[config.mk]
export PLATFORM = sky130hd
export DESIGN_NAME = lidar_heading_obstacle_stop_unit
export DESIGN_NICKNAME = d
export VERILOG_FILES = /design/src/sv/lhos_pkg.sv /design/src/sv/lidar_heading_obstacle_stop_unit.sv
export VERILOG_INCLUDE_DIRS = /design/src /design/src/sv
export SDC_FILE = /design/constraint.sdc
export NUM_CORES = 2
export LEC_CHECK = 0
export BUFFER_PORTS_ARGS = -buffer_cell sky130_fd_sc_hd__buf_2
export CORE_MARGIN = 3
export CORE_UTILIZATION = 48
export DETAILED_ROUTE_END_ITERATION = 16
export HOLD_SLACK_MARGIN = 0.05
export MAX_ROUTING_LAYER = met4
export PLACE_DENSITY = 0.72
export SYNTH_ARGS = -nofsm -noshare
export SYNTH_HDL_FRONTEND = slang
export SYNTH_SLANG_ARGS = --single-unit
[constraint.sdc]
create_clock -name clk -period 12.2 [get_ports clk]
set_input_delay 1.83 -clock clk [delete_from_list [all_inputs] [get_ports clk]]
set_output_delay 1.83 -clock clk [all_outputs]
set_load 0.005 [all_outputs]
[src/sv/assert_macros.svh]
// Assertion macros shared by the RTL of the obstacle stop unit.
// Needs clk and rst_n in the scope where a macro is used.
`ifndef ASSERT_MACROS_SVH
`define ASSERT_MACROS_SVH

// Checked only while out of reset.
`define LHOS_ASSERT(lbl, prop, msg) \
    lbl: assert property (@(posedge clk) disable iff (!rst_n) prop) else $error(msg);

// Checked at every edge, reset included.
`define LHOS_ASSERT_ALWAYS(lbl, prop, msg) \
    lbl: assert property (@(posedge clk) prop) else $error(msg);

`endif

[src/sv/lhos_pkg.sv]
// Package for the lidar obstacle stop unit: register indexes, turn constants,
// the rotation angle table and the Q1.15 rounding helper. No dependencies.
`timescale 1ns / 1ps

package lhos_pkg;

    typedef enum logic [2:0] {
        CFG_ANGLE_MARGIN  = 3'd0,
        CFG_DISTANCE_MIN  = 3'd1,
        CFG_DISTANCE_MAX  = 3'd2,
        CFG_PERCENT_ON    = 3'd3,
        CFG_PERCENT_OFF   = 3'd4,
        CFG_ARENA_X_LIMIT = 3'd5,
        CFG_ARENA_Y_LIMIT = 3'd6
    } cfg_index_t;

    localparam int CORDIC_STEPS = 16;
    localparam logic signed [33:0] CORDIC_GAIN_Q30 = 34'sd652032874;
    localparam logic signed [18:0] FULL_TURN_CD    = 19'sd36000;
    localparam logic signed [18:0] HALF_TURN_CD    = 19'sd18000;
    localparam logic signed [18:0] QUARTER_TURN_CD = 19'sd9000;
    localparam logic signed [18:0] TRI_QUARTER_CD  = 19'sd27000;
    localparam logic [16:0] HIT_WEIGHT = 17'd50;
    localparam logic [15:0] COUNT_MAX  = 16'hFFFF;

    // Arc tangent of 2^-i in units of 1/256 centidegree.
    function automatic logic signed [24:0] atan_lut(input logic [3:0] idx);
        logic signed [24:0] v;
        case (idx)
            4'd0:    v = 25'sd1152000;
            4'd1:    v = 25'sd680065;
            4'd2:    v = 25'sd359328;
            4'd3:    v = 25'sd182400;
            4'd4:    v = 25'sd91554;
            4'd5:    v = 25'sd45822;
            4'd6:    v = 25'sd22916;
            4'd7:    v = 25'sd11459;
            4'd8:    v = 25'sd5730;
            4'd9:    v = 25'sd2865;
            4'd10:   v = 25'sd1432;
            4'd11:   v = 25'sd716;
            4'd12:   v = 25'sd358;
            4'd13:   v = 25'sd179;
            4'd14:   v = 25'sd90;
            4'd15:   v = 25'sd45;
            default: v = 25'sd0;
        endcase
        return v;
    endfunction

    // Rounds a Q4.30 value half up to Q1.15 and saturates it.
    function automatic logic signed [15:0] sat_q15(input logic signed [33:0] v);
        logic signed [33:0] t;
        logic signed [15:0] r;
        t = (v + 34'sd16384) >>> 15;
        if (t > 34'sd32767)
            r = 16'sh7FFF;
        else if (t < -34'sd32768)
            r = 16'sh8000;
        else
            r = t[15:0];
        return r;
    endfunction

endpackage

[src/sv/lidar_heading_obstacle_stop_unit.sv]
// Top level of the lidar obstacle stop unit: sequencer, shared rotation unit and counters.
// Depends on lhos_pkg and assert_macros.svh.
`timescale 1ns / 1ps
//
//  channel   | handshake              | content
//  s_axis    | tvalid/tready          | tuser group_start, tdata point and pose
//  m_axis    | tvalid/tready          | tdata stop, counts, obstacle position
//  cfg       | cfg_we (no wait)       | cfg_addr register index, cfg_data value
//
//  The sequencer takes a word from acceptance to its result through the two
//  16-step passes through the one shared rotation unit and one reduction step for
//  each turn taken off the angle sum; a point next to the target goes straight to
//  the result. The input is ready only while the sequencer is idle, and a waiting
//  result does not block the next word until that one is done.
//  Reset is asynchronous and active low, and loads the register defaults.

`include "assert_macros.svh"

module lidar_heading_obstacle_stop_unit (
    input  logic         clk,
    input  logic         rst_n,
    input  logic         s_axis_tvalid,
    output logic         s_axis_tready,
    // point_angle[15:0], point_distance[31:16], robot_x[47:32], robot_y[63:48],
    // robot_heading[81:64], goal_x[97:82], goal_y[113:98], zero[119:114]
    input  logic [119:0] s_axis_tdata,
    // group_start[0]
    input  logic         s_axis_tuser,
    output logic         m_axis_tvalid,
    input  logic         m_axis_tready,
    // stop_out[0], hits_out[16:1], misses_out[32:17], obstacle_x[48:33],
    // obstacle_y[64:49], zero[71:65]
    output logic [71:0]  m_axis_tdata,
    input  logic         cfg_we,
    input  logic [2:0]   cfg_addr,
    input  logic [15:0]  cfg_data
);
    import lhos_pkg::*;

    typedef enum logic [4:0] {
        ST_IDLE, ST_DEG, ST_DEGFIX, ST_THETA, ST_REDUCE, ST_FOLD, ST_SC_ITER,
        ST_SC_DONE, ST_PROJ_X, ST_PROJ_Y, ST_AT_INIT, ST_AT_ITER, ST_TGT,
        ST_WIN, ST_CNT, ST_PCT, ST_DONE
    } state_t;

    state_t state_reg;
    logic [3:0]  iter_reg;
    logic        out_valid_reg;
    logic [71:0] out_data_reg;

    logic [7:0]  margin_reg;
    logic [15:0] dmin_reg, dmax_reg;
    logic [6:0]  pon_reg, poff_reg;
    logic [14:0] arena_x_reg, arena_y_reg;

    logic        stop_reg;
    logic [15:0] hits_reg, misses_reg;
    logic [15:0] obs_x_reg, obs_y_reg;

    logic [15:0] ang_reg, dist_reg;
    logic signed [15:0] rx_reg, ry_reg;
    logic signed [17:0] hd_reg;
    logic signed [16:0] dx_reg, dy_reg;
    logic [9:0]  deg_reg;
    logic [16:0] pa_reg;
    logic signed [18:0] theta_reg;
    logic        neg_reg, sc_mode_reg;
    logic signed [33:0] cx_reg, cy_reg;
    logic signed [24:0] cz_reg;
    logic signed [15:0] sin_reg, cos_reg, base_reg;
    logic signed [18:0] lx_reg, ly_reg, tgt_reg;
    logic        count_reg, hit_reg;

    logic               accept;
    logic signed [16:0] in_dx, in_dy;
    logic               near;
    logic [28:0]        deg_prod;
    logic [16:0]        deg_rem;
    logic signed [18:0] fold_r;
    logic               fold_neg;
    logic signed [33:0] cx_sh, cy_sh, nx, ny, xf;
    logic signed [24:0] nz, at_step;
    logic               dir;
    logic signed [15:0] mul_trig, mul_base;
    logic signed [32:0] mul_prod, proj_off;
    logic signed [18:0] proj;
    logic signed [16:0] at_xx, at_yy;
    logic signed [18:0] tgt_raw, margin_cd, down_raw, top_raw, down_w, top_w, pa_s;
    logic               in_win, in_arena, is_hit;
    logic [16:0]        hit_sum, cnt_sum;
    logic [24:0]        hit100, miss100, on_rhs, off_rhs;
    logic               on_cond, off_cond;

    assign accept        = s_axis_tvalid && s_axis_tready;
    assign s_axis_tready = (state_reg == ST_IDLE);
    assign m_axis_tvalid = out_valid_reg;
    assign m_axis_tdata  = out_data_reg;

    always_comb
    begin
        in_dx = 17'(signed'(s_axis_tdata[97:82])) - 17'(signed'(s_axis_tdata[47:32]));
        in_dy = 17'(signed'(s_axis_tdata[113:98])) - 17'(signed'(s_axis_tdata[63:48]));
        near  = (in_dx >= -17'sd1) && (in_dx <= 17'sd1) && (in_dy >= -17'sd1)
                && (in_dy <= 17'sd1) && ((in_dx == 17'sd0) || (in_dy == 17'sd0));

        deg_prod = 29'(ang_reg) * 29'd5242;
        deg_rem  = 17'(ang_reg) - 17'(17'(deg_reg) * 17'd100);

        fold_neg = 1'b0;
        if (theta_reg > TRI_QUARTER_CD)
            fold_r = theta_reg - FULL_TURN_CD;
        else if (theta_reg > QUARTER_TURN_CD)
        begin
            fold_r   = theta_reg - HALF_TURN_CD;
            fold_neg = 1'b1;
        end
        else
            fold_r = theta_reg;

        cx_sh   = cx_reg >>> iter_reg;
        cy_sh   = cy_reg >>> iter_reg;
        at_step = atan_lut(iter_reg);
        dir     = sc_mode_reg ? !cz_reg[24] : cy_reg[33];
        if (dir)
        begin
            nx = cx_reg - cy_sh;
            ny = cy_reg + cx_sh;
            nz = cz_reg - at_step;
        end
        else
        begin
            nx = cx_reg + cy_sh;
            ny = cy_reg - cx_sh;
            nz = cz_reg + at_step;
        end
        xf = neg_reg ? -cx_reg : cx_reg;

        mul_trig = (state_reg == ST_PROJ_X) ? sin_reg : cos_reg;
        mul_base = (state_reg == ST_PROJ_X) ? rx_reg : ry_reg;
        mul_prod = 33'(mul_trig) * $signed({17'd0, dist_reg});
        proj_off = (mul_prod + 33'sd16384) >>> 15;
        proj     = 19'(mul_base) + 19'(proj_off);

        at_xx = dy_reg[16] ? -dy_reg : dy_reg;
        at_yy = dy_reg[16] ? -dx_reg : dx_reg;

        tgt_raw   = 19'(base_reg) + 19'((cz_reg + 25'sd128) >>> 8) - 19'(hd_reg);
        margin_cd = $signed({4'd0, 15'(15'(margin_reg) * 15'd100)});
        down_raw  = tgt_reg - margin_cd;
        top_raw   = tgt_reg + margin_cd;
        down_w    = (down_raw < 19'sd0) ? down_raw + FULL_TURN_CD : down_raw;
        top_w     = (top_raw > FULL_TURN_CD) ? top_raw - FULL_TURN_CD : top_raw;
        pa_s      = $signed({2'b00, pa_reg});
        if (top_w > down_w)
            in_win = (pa_s <= top_w) && (pa_s >= down_w);
        else
            in_win = (pa_s <= top_w) || (pa_s >= down_w);
        in_arena = (lx_reg > 19'sd0) && (lx_reg < $signed({4'd0, arena_x_reg}))
                   && (ly_reg > 19'sd0) && (ly_reg < $signed({4'd0, arena_y_reg}));
        is_hit   = (dist_reg > dmin_reg) && (dist_reg < dmax_reg);

        hit_sum  = 17'(hits_reg) + HIT_WEIGHT;
        cnt_sum  = 17'(hits_reg) + 17'(misses_reg);
        hit100   = 25'(hits_reg) * 25'd100;
        miss100  = 25'(misses_reg) * 25'd100;
        on_rhs   = 25'({1'b0, pon_reg} + 8'd1) * 25'(cnt_sum);
        off_rhs  = 25'({1'b0, poff_reg} + 8'd1) * 25'(cnt_sum);
        on_cond  = hit100 >= on_rhs;
        off_cond = miss100 >= off_rhs;
    end

    always_ff @(posedge clk or negedge rst_n)
    begin
        if (!rst_n)
        begin
            state_reg     <= ST_IDLE;
            iter_reg      <= 4'd0;
            out_valid_reg <= 1'b0;
            margin_reg    <= 8'd30;
            dmin_reg      <= 16'd100;
            dmax_reg      <= 16'd500;
            pon_reg       <= 7'd50;
            poff_reg      <= 7'd50;
            arena_x_reg   <= 15'd2900;
            arena_y_reg   <= 15'd1900;
            stop_reg      <= 1'b0;
            hits_reg      <= 16'd0;
            misses_reg    <= 16'd0;
            obs_x_reg     <= 16'd0;
            obs_y_reg     <= 16'd0;
        end
        else
        begin
            if (cfg_we)
            begin
                case (cfg_index_t'(cfg_addr))
                    CFG_ANGLE_MARGIN:  margin_reg  <= cfg_data[7:0];
                    CFG_DISTANCE_MIN:  dmin_reg    <= cfg_data;
                    CFG_DISTANCE_MAX:  dmax_reg    <= cfg_data;
                    CFG_PERCENT_ON:    pon_reg     <= cfg_data[6:0];
                    CFG_PERCENT_OFF:   poff_reg    <= cfg_data[6:0];
                    CFG_ARENA_X_LIMIT: arena_x_reg <= cfg_data[14:0];
                    CFG_ARENA_Y_LIMIT: arena_y_reg <= cfg_data[14:0];
                    default: ;
                endcase
            end

            if (out_valid_reg && m_axis_tready && state_reg != ST_DONE)
                out_valid_reg <= 1'b0;

            case (state_reg)
                ST_IDLE:
                begin
                    if (accept)
                    begin
                        if (s_axis_tuser)
                        begin
                            hits_reg   <= 16'd0;
                            misses_reg <= 16'd0;
                        end
                        if (near)
                        begin
                            stop_reg  <= 1'b0;
                            state_reg <= ST_DONE;
                        end
                        else
                            state_reg <= ST_DEG;
                    end
                end
                ST_DEG:     state_reg <= ST_DEGFIX;
                ST_DEGFIX:  state_reg <= ST_THETA;
                ST_THETA:   state_reg <= ST_REDUCE;
                ST_REDUCE:
                begin
                    if (theta_reg >= 19'sd0 && theta_reg < FULL_TURN_CD)
                        state_reg <= ST_FOLD;
                end
                ST_FOLD:
                begin
                    iter_reg  <= 4'd0;
                    state_reg <= ST_SC_ITER;
                end
                ST_SC_ITER:
                begin
                    iter_reg <= iter_reg + 4'd1;
                    if (iter_reg == 4'(CORDIC_STEPS - 1))
                        state_reg <= ST_SC_DONE;
                end
                ST_SC_DONE: state_reg <= ST_PROJ_X;
                ST_PROJ_X:  state_reg <= ST_PROJ_Y;
                ST_PROJ_Y:  state_reg <= ST_AT_INIT;
                ST_AT_INIT:
                begin
                    iter_reg  <= 4'd0;
                    state_reg <= ST_AT_ITER;
                end
                ST_AT_ITER:
                begin
                    iter_reg <= iter_reg + 4'd1;
                    if (iter_reg == 4'(CORDIC_STEPS - 1))
                        state_reg <= ST_TGT;
                end
                ST_TGT:     state_reg <= ST_WIN;
                ST_WIN:     state_reg <= ST_CNT;
                ST_CNT:
                begin
                    if (count_reg && hit_reg)
                    begin
                        hits_reg  <= hit_sum[16] ? COUNT_MAX : hit_sum[15:0];
                        obs_x_reg <= lx_reg[15:0];
                        obs_y_reg <= ly_reg[15:0];
                    end
                    else if (count_reg && misses_reg != COUNT_MAX)
                        misses_reg <= misses_reg + 16'd1;
                    state_reg <= ST_PCT;
                end
                ST_PCT:
                begin
                    if (cnt_sum != 17'd0)
                        stop_reg <= (stop_reg || on_cond) && !off_cond;
                    state_reg <= ST_DONE;
                end
                ST_DONE:
                begin
                    if (!out_valid_reg || m_axis_tready)
                    begin
                        out_data_reg  <= {7'd0, obs_y_reg, obs_x_reg, misses_reg,
                                          hits_reg, stop_reg};
                        out_valid_reg <= 1'b1;
                        state_reg     <= ST_IDLE;
                    end
                end
                default:    state_reg <= ST_IDLE;
            endcase
        end
    end

    always_ff @(posedge clk)
    begin
        case (state_reg)
            ST_IDLE:
            begin
                ang_reg  <= s_axis_tdata[15:0];
                dist_reg <= s_axis_tdata[31:16];
                rx_reg   <= s_axis_tdata[47:32];
                ry_reg   <= s_axis_tdata[63:48];
                hd_reg   <= s_axis_tdata[81:64];
                dx_reg   <= in_dx;
                dy_reg   <= in_dy;
            end
            ST_DEG:     deg_reg <= deg_prod[28:19];
            ST_DEGFIX:
            begin
                if (deg_rem >= 17'd100)
                    deg_reg <= deg_reg + 10'd1;
            end
            ST_THETA:
            begin
                pa_reg    <= 17'(17'(deg_reg) * 17'd100);
                theta_reg <= $signed({2'b00, 17'(17'(deg_reg) * 17'd100)}) + 19'(hd_reg);
            end
            ST_REDUCE:
            begin
                if (theta_reg < 19'sd0)
                    theta_reg <= theta_reg + FULL_TURN_CD;
                else if (theta_reg >= FULL_TURN_CD)
                    theta_reg <= theta_reg - FULL_TURN_CD;
            end
            ST_FOLD:
            begin
                neg_reg     <= fold_neg;
                sc_mode_reg <= 1'b1;
                cx_reg      <= CORDIC_GAIN_Q30;
                cy_reg      <= 34'sd0;
                cz_reg      <= 25'(fold_r) <<< 8;
            end
            ST_SC_ITER, ST_AT_ITER:
            begin
                cx_reg <= nx;
                cy_reg <= ny;
                cz_reg <= nz;
            end
            ST_SC_DONE:
            begin
                sin_reg <= sat_q15(neg_reg ? -cy_reg : cy_reg);
                cos_reg <= sat_q15(xf);
            end
            ST_PROJ_X:  lx_reg <= proj;
            ST_PROJ_Y:  ly_reg <= proj;
            ST_AT_INIT:
            begin
                sc_mode_reg <= 1'b0;
                cx_reg      <= 34'(at_xx) <<< 14;
                cy_reg      <= 34'(at_yy) <<< 14;
                cz_reg      <= 25'sd0;
                if (dy_reg[16])
                    base_reg <= dx_reg[16] ? -16'sd18000 : 16'sd18000;
                else
                    base_reg <= 16'sd0;
            end
            ST_TGT:
            begin
                tgt_reg <= (tgt_raw < 19'sd0) ? tgt_raw + FULL_TURN_CD : tgt_raw;
            end
            ST_WIN:
            begin
                count_reg <= in_arena && in_win;
                hit_reg   <= is_hit;
            end
            default: ;
        endcase
    end

    `LHOS_ASSERT(a_sc_pass_ends, (state_reg == ST_SC_ITER && iter_reg == 4'd15) |=> (state_reg == ST_SC_DONE), "sine pass did not end after its last step")
    `LHOS_ASSERT(a_pending_held, (state_reg == ST_DONE && m_axis_tvalid && !m_axis_tready) |=> (state_reg == ST_DONE && m_axis_tvalid), "result overwrote a waiting word")
    `LHOS_ASSERT(a_busy_after_accept, (s_axis_tvalid && s_axis_tready) |=> !s_axis_tready, "input ready while a word is in work")
    `LHOS_ASSERT_ALWAYS(a_reset_idle, !rst_n |-> (state_reg == ST_IDLE && !m_axis_tvalid), "sequencer not idle in reset")

endmodule

Word-level counts from Yosys, hierarchy flattened
Memories as Yosys holds them, arrays and structs flattened.
Index checks and enable logic that the tools add are counted.
{ "word_totals": {"regBits": 586, "latchBits": 0, "mem_bits_rw": 0, "mem_bits_ro": 336, "mem_count": 1} }
{ "op_classes": {"add_sub_neg": 36, "multipliers": 8, "div_mod_pow": 0, "magnitude_cmp": 29, "eq_ne": 38, "n_shift": 2, "mux": 52, "bitwise_logic": 0, "reduce_logical": 53} }
{ "memory_table": {"columns": ["name", "words", "width", "read_ports", "rd_ports_with_merged_regs", "write_ports", "line", "text"], "rows": [
  ["(no name shown)", 16, 21, 1, 0, 0, "lhos_pkg.sv:29", "case (idx)"]
]} }
{ "ops": {"columns": ["cell", "n"], "rows": [
  ["34-bit one-hot mux with 3 select lines", 2],
  ["16-bit 2-to-1 mux", 11],
  ["34-bit 2-to-1 mux", 4],
  ["19-bit 2-to-1 mux", 5],
  ["5-bit one-hot mux with 17 select lines", 1],
  ["25-bit one-hot mux with 3 select lines", 1],
  ["34-bit by 16-bit adder with 34-bit output, second input constant", 2],
  ["34-bit adder", 2],
  ["17-bit 2-to-1 mux", 4],
  ["34-bit negator", 2],
  ["34-bit by 4-bit >>> shifter with 34-bit output", 2],
  ["34-bit subtractor", 2],
  ["16-bit one-hot mux with 2 select lines", 2],
  ["19-bit by 17-bit adder with 19-bit output, second input constant", 3],
  ["19-bit by 16-bit greater-than comparator with 1-bit output, second input constant", 3],
  ["19-bit by 1-bit < comparator with 1-bit output, second input constant", 3],
  ["23-bit by 25-bit >= comparator with 1-bit output", 2],
  ["8-bit by 17-bit multiplier with 25-bit output", 2],
  ["16-bit by 5-bit multiplier with 21-bit output, second input constant", 2],
  ["5-bit by 4-bit == test with 1-bit output, second input constant", 8],
  ["19-bit by 1-bit greater-than comparator with 1-bit output, second input constant", 2],
  ["19-bit by 16-bit < comparator with 1-bit output", 2],
  ["19-bit by 16-bit < comparator with 1-bit output, second input constant", 2],
  ["19-bit one-hot mux with 2 select lines", 1],
  ["72 further kinds", 148]
]} }

Longest topological paths before layout
{ "logic_depth": {"depth_word": 9, "depth_mapped": 43, "mapped_depth_nobuf": 41} }

Worst setup path before layout
No wires, ideal clock.
{ "synth_timing": {"path_type": "flip-flop to flip-flop", "startpoint": "reg state_reg[1]", "endpoint": "reg lx_reg[18], data pin", "arrival_ns": 9.055, "required_ns": 11.989, "path_slack_ns": 2.934, "stages_incl_launch_ff": 40, "path_buffers": 3, "period_less_slack_ns": 9.266, "path_cell_list": "dfrtp_1 -> clkbuf_1 -> nor3_1 -> nand2_1 -> clkbuf_1 -> mux2_2 -> clkbuf_1 -> nand2_1 -> fa_1 -> fa_1 -> fa_1 -> inv_1 -> fa_1 -> fa_1 -> inv_1 -> fa_1 -> inv_1 -> ha_1 -> [4 not listed] -> xor2_1 -> ha_1 -> fa_1 -> a21o_1 -> a21oi_1 -> o21bai_1 -> a21oi_1 -> o21bai_1 -> a21oi_1 -> o21bai_1 -> a21oi_1 -> o21bai_1 -> a21oi_1 -> nor2b_1 -> o31ai_1 -> a21boi_0 -> o21a_1 -> o41ai_1"} }
{ "synth_via": {"elab_chain_cells": 5} }
{ "synth_rtl": {"columns": ["item", "line", "text"], "rows": [
  ["start, declared", "lidar_heading_obstacle_stop_unit.sv:46", "state_t state_reg;"],
  ["start signal, assigned", "lidar_heading_obstacle_stop_unit.sv:176", "state_reg <= ST_IDLE;"],
  ["start signal, assigned", "lidar_heading_obstacle_stop_unit.sv:224", "state_reg <= ST_DONE;"],
  ["start signal, assigned", "lidar_heading_obstacle_stop_unit.sv:227", "state_reg <= ST_DEG;"],
  ["5-bit by 4-bit == test with 1-bit output (*)", "lidar_heading_obstacle_stop_unit.sv:138, lidar_heading_obstacle_stop_unit.sv:139", null],
  ["16-bit 2-to-1 mux", "lidar_heading_obstacle_stop_unit.sv:138", "mul_trig = (state_reg == ST_PROJ_X) ? sin_reg : cos_reg;"],
  ["16-bit by 17-bit multiplier with 33-bit output", "lidar_heading_obstacle_stop_unit.sv:140", "mul_prod = 33'(mul_trig) * $signed({17'd0, dist_reg});"],
  ["33-bit by 16-bit adder with 33-bit output", "lidar_heading_obstacle_stop_unit.sv:141", "proj_off = (mul_prod + 33'sd16384) >>> 15;"],
  ["16-bit by 18-bit adder with 19-bit output (*)", "lidar_heading_obstacle_stop_unit.sv:142", "proj = 19'(mul_base) + 19'(proj_off);"],
  ["net proj[18]", "lidar_heading_obstacle_stop_unit.sv:86", "logic signed [18:0] proj;"],
  ["end signal, assigned", "lidar_heading_obstacle_stop_unit.sv:348", "ST_PROJ_X: lx_reg <= proj;"],
  ["end, declared", "lidar_heading_obstacle_stop_unit.sv:71", "logic signed [18:0] lx_reg, ly_reg, tgt_reg;"]
]} }
The timed path passes the listed nets; every way through them passes the cells marked *.
A chain may end at the register's enable or synchronous reset.

Worst setup path in the final report
{ "layout_timing": {"startpoint": "reg state_reg[4]", "endpoint": "reg lx_reg[18], data pin"} }
Same word-level chain as after synthesis.

==> results.sh <==
export IMPL_hold_viol=0
export IMPL_cts_root_buffer_cell="clkbuf_16"
export IMPL_crit_slowest_cell="mux2_2"
export IMPL_synth_area_per_cell_um2=9.089
export IMPL_post_cts_buffers=0
export IMPL_wl_met1_mm=81.17
export IMPL_core_mm2=0.1424
export IMPL_synth_edff_count=414
export IMPL_first_global_vias=54670
export IMPL_endpoint_kind="flop"
export IMPL_numClockSinks=573
export IMPL_num_nets_final=9205
export IMPL_reg2regPathDepth=38
export IMPL_drtIter0Drc=4368
export IMPL_highest_layer="met4"
export IMPL_place_area_mm2=0.07219
export IMPL_worst_setup_path_start_kind="flop"
export IMPL_stdcell_area_mm2=0.07471
export IMPL_cts_resized=0
export IMPL_synth_top_area_frac=0.1796
export IMPL_final_setup_viol_count=0
export IMPL_hold_path_cell_count=0
export IMPL_grt_setup_unrepaired="false"
export IMPL_grt_max_degree=75
export IMPL_synth_area_leaders="edfxtp_1, ha_1, fa_1"
export IMPL_start_util=0.4860
export IMPL_rows=138
export IMPL_detail_route_antenna_nets=0
export IMPL_cp_slowest_stage_delay_ns=0.68
export IMPL_largest_reg_flops=65
export IMPL_status="finished, final reports clean"
export IMPL_wl_per_cell_um=19.95
export IMPL_wl_met2_mm=86.03
export IMPL_yosysSeqAreaShare=0.2376
export IMPL_grt_overflow_total=0
export IMPL_track_usage=0.2663
export IMPL_clock_latency_ns=0.70
export IMPL_hpwl_mm=151.1
export IMPL_path_clk_slew_ns=0.07
export IMPL_yosysMostFrequentCell="inv_1"
export IMPL_timing_fmax_mhz=92.57
export IMPL_min_path_type="flop to flop"
export IMPL_worst_pin_slew_ns=1.349
export IMPL_gp_congestion=0.9780
export IMPL_crit_type="flop to flop"
export IMPL_timing_critical_path_arrival_ns=11.25
export IMPL_clock_skew_ns=0.02882
export IMPL_dr_pass1_iters=6
export IMPL_fin_util=0.5244
export IMPL_async_reset_ff_frac=0.2775
export IMPL_synth_area_mm2=0.06923
export IMPL_die_y_um=385.8
export IMPL_max_slew_margin_rel=0.09550
export IMPL_cts_tree="built"
export IMPL_cts_made_buffers=72
export IMPL_htree_levels=3
export IMPL_cts_buffer_depth=3
export IMPL_vias_per_cell=5.735
export IMPL_synth_ff_type="edfxtp_1"
export IMPL_grt_pass1_wl_mm=303.0
export IMPL_nFillCells=12840
export IMPL_boundaryPins=219
export IMPL_cp_max_fo=33
export IMPL_tns_ns=0
export IMPL_yosys_top_cells_count="inv_1, ha_1, nand2_1"
export IMPL_min_period_over_period=0.8855
export IMPL_finalCriticalPeriod_ns=10.80
export IMPL_critical_path_most_common_cell="fa_1"
export IMPL_portBuffers=205
export IMPL_antenna_found_initial=17
export IMPL_drive_above_1_share=0.09193
export IMPL_dr_wl_met3_mm=16.98
export IMPL_syn_inst=7617
export IMPL_drv_cap=0
export IMPL_fp_dieArea_mm2=0.1488
export IMPL_synth_warnings=0
export IMPL_die_w_um=385.8
export IMPL_ctsHoldBuffers=0
export IMPL_vias=55400
export IMPL_yosys_area_top_type="edfxtp_1"
export IMPL_synth_cell_types=109
export IMPL_ys_ff_latch=573
export IMPL_synthToLayoutAreaGrowth_pct=7.909
export IMPL_critPathRequiredTime_ns=12.65
export IMPL_report_final_slew_viol_count=0
export IMPL_route_detailed_drc=0
export IMPL_routed_wl_mm=192.7
[stage by stage]
| stage | worst slack (ns) | hold WS (ns) | std cells |
|---|---|---|---|
| final | 1.397 | 0.4380 | 9660 |
| after global routing | 0.6604 | 0.4504 | 9654 |
| after CTS | 1.410 | 0.4364 | 9646 |
| after detailed placement | 1.506 | 0.4365 | 9514 |
| after global placement | 1.699 | 0.4329 | 9514 |
| after floorplan | 2.934 | 0.4248 | 7623 |
[kinds of logic (layout without fill, tap and decap cells)]
family	Yosys count	in the layout	synth area share
AO/OA/AOI/OAI	1430	1430	0.1295
AND/OR/NAND/NOR	2202	2202	0.1504
XOR/XNOR	561	561	0.07178
adder cells (fa/ha/maj)	1366	1366	0.3000
multiplexers	196	196	0.03952
buffers and inverters	1288	1421	0.07106
flip-flops	573	573	0.2376
other	1	21	0.00005417
[cell type report]
cell class / instances / area, µm² / area share
Tap cell: 1890 / 2365 / 0.03165
Antenna cell: 14 / 35.03 / 0.0004689
Multi-Input combinational cell: 5762 / 48020 / 0.6428
Clock inverter: 46 / 573.1 / 0.007671
Sequential cell: 573 / 16460 / 0.2203
Clock buffer: 86 / 1906 / 0.02551
Timing Repair Buffer: 270 / 1520 / 0.02035
Inverter: 1019 / 3831 / 0.05128
[routing by layer]
metal,up-vias,GRT usage
met5,-,-
met4,0,0.1065
met3,400,0.05734
met2,1979,0.4061
met1,26930,0.3455
li1,26090,-
[cells in the final DEF, fill, tap and decap left out, drive strengths merged, types with 96 or more instances in the layout]
cell	n
inv	1021
ha	871
nand2	701
nor2	600
fa	491
edfxtp	414
a21oi	412
o21ai	383
xnor2	356
buf	270
xor2	202
nor3	136
and2	127
dfrtp	127
a21o	124
nand3	117
nand2b	105
nor2b	96
[worst max-delay path: cells and delay by family (launching register included)]
family,cells,cell delay [ns]
multiplexers,1,0.68
AND/OR/NAND/NOR,6,1.51
buffers and inverters,5,0.39
AO/OA/AOI/OAI,16,3.19
XOR/XNOR,1,0.18
adder cells (fa/ha/maj),9,4.04
flip-flops,1,0.53
[path summary, 6_finish.rpt]
kind / start / end / slack [ns]
min in group asynchronous: rst_n / iter_reg[1]$_DFFE_PN0P_ / 1.04
worst max-delay path: state_reg[4]$_DFFE_PN0P_ / lx_reg[18]$_DFFE_PP_ / 1.40
max in group asynchronous: rst_n / obs_x_reg[2]$_DFFE_PN0P_ / 9.84
worst min-delay path: obs_x_reg[4]$_DFFE_PN0P_ / m_axis_tdata[37]$_DFFE_PP_ / 0.44
worst max register to register: state_reg[4]$_DFFE_PN0P_ / lx_reg[18]$_DFFE_PP_ / 1.40
worst min register to register: obs_x_reg[4]$_DFFE_PN0P_ / m_axis_tdata[37]$_DFFE_PP_ / 0.44
Power is left out: the tool's default activity adds up to more than one toggle a clock period on the data nets, which glitch-free logic cannot reach.
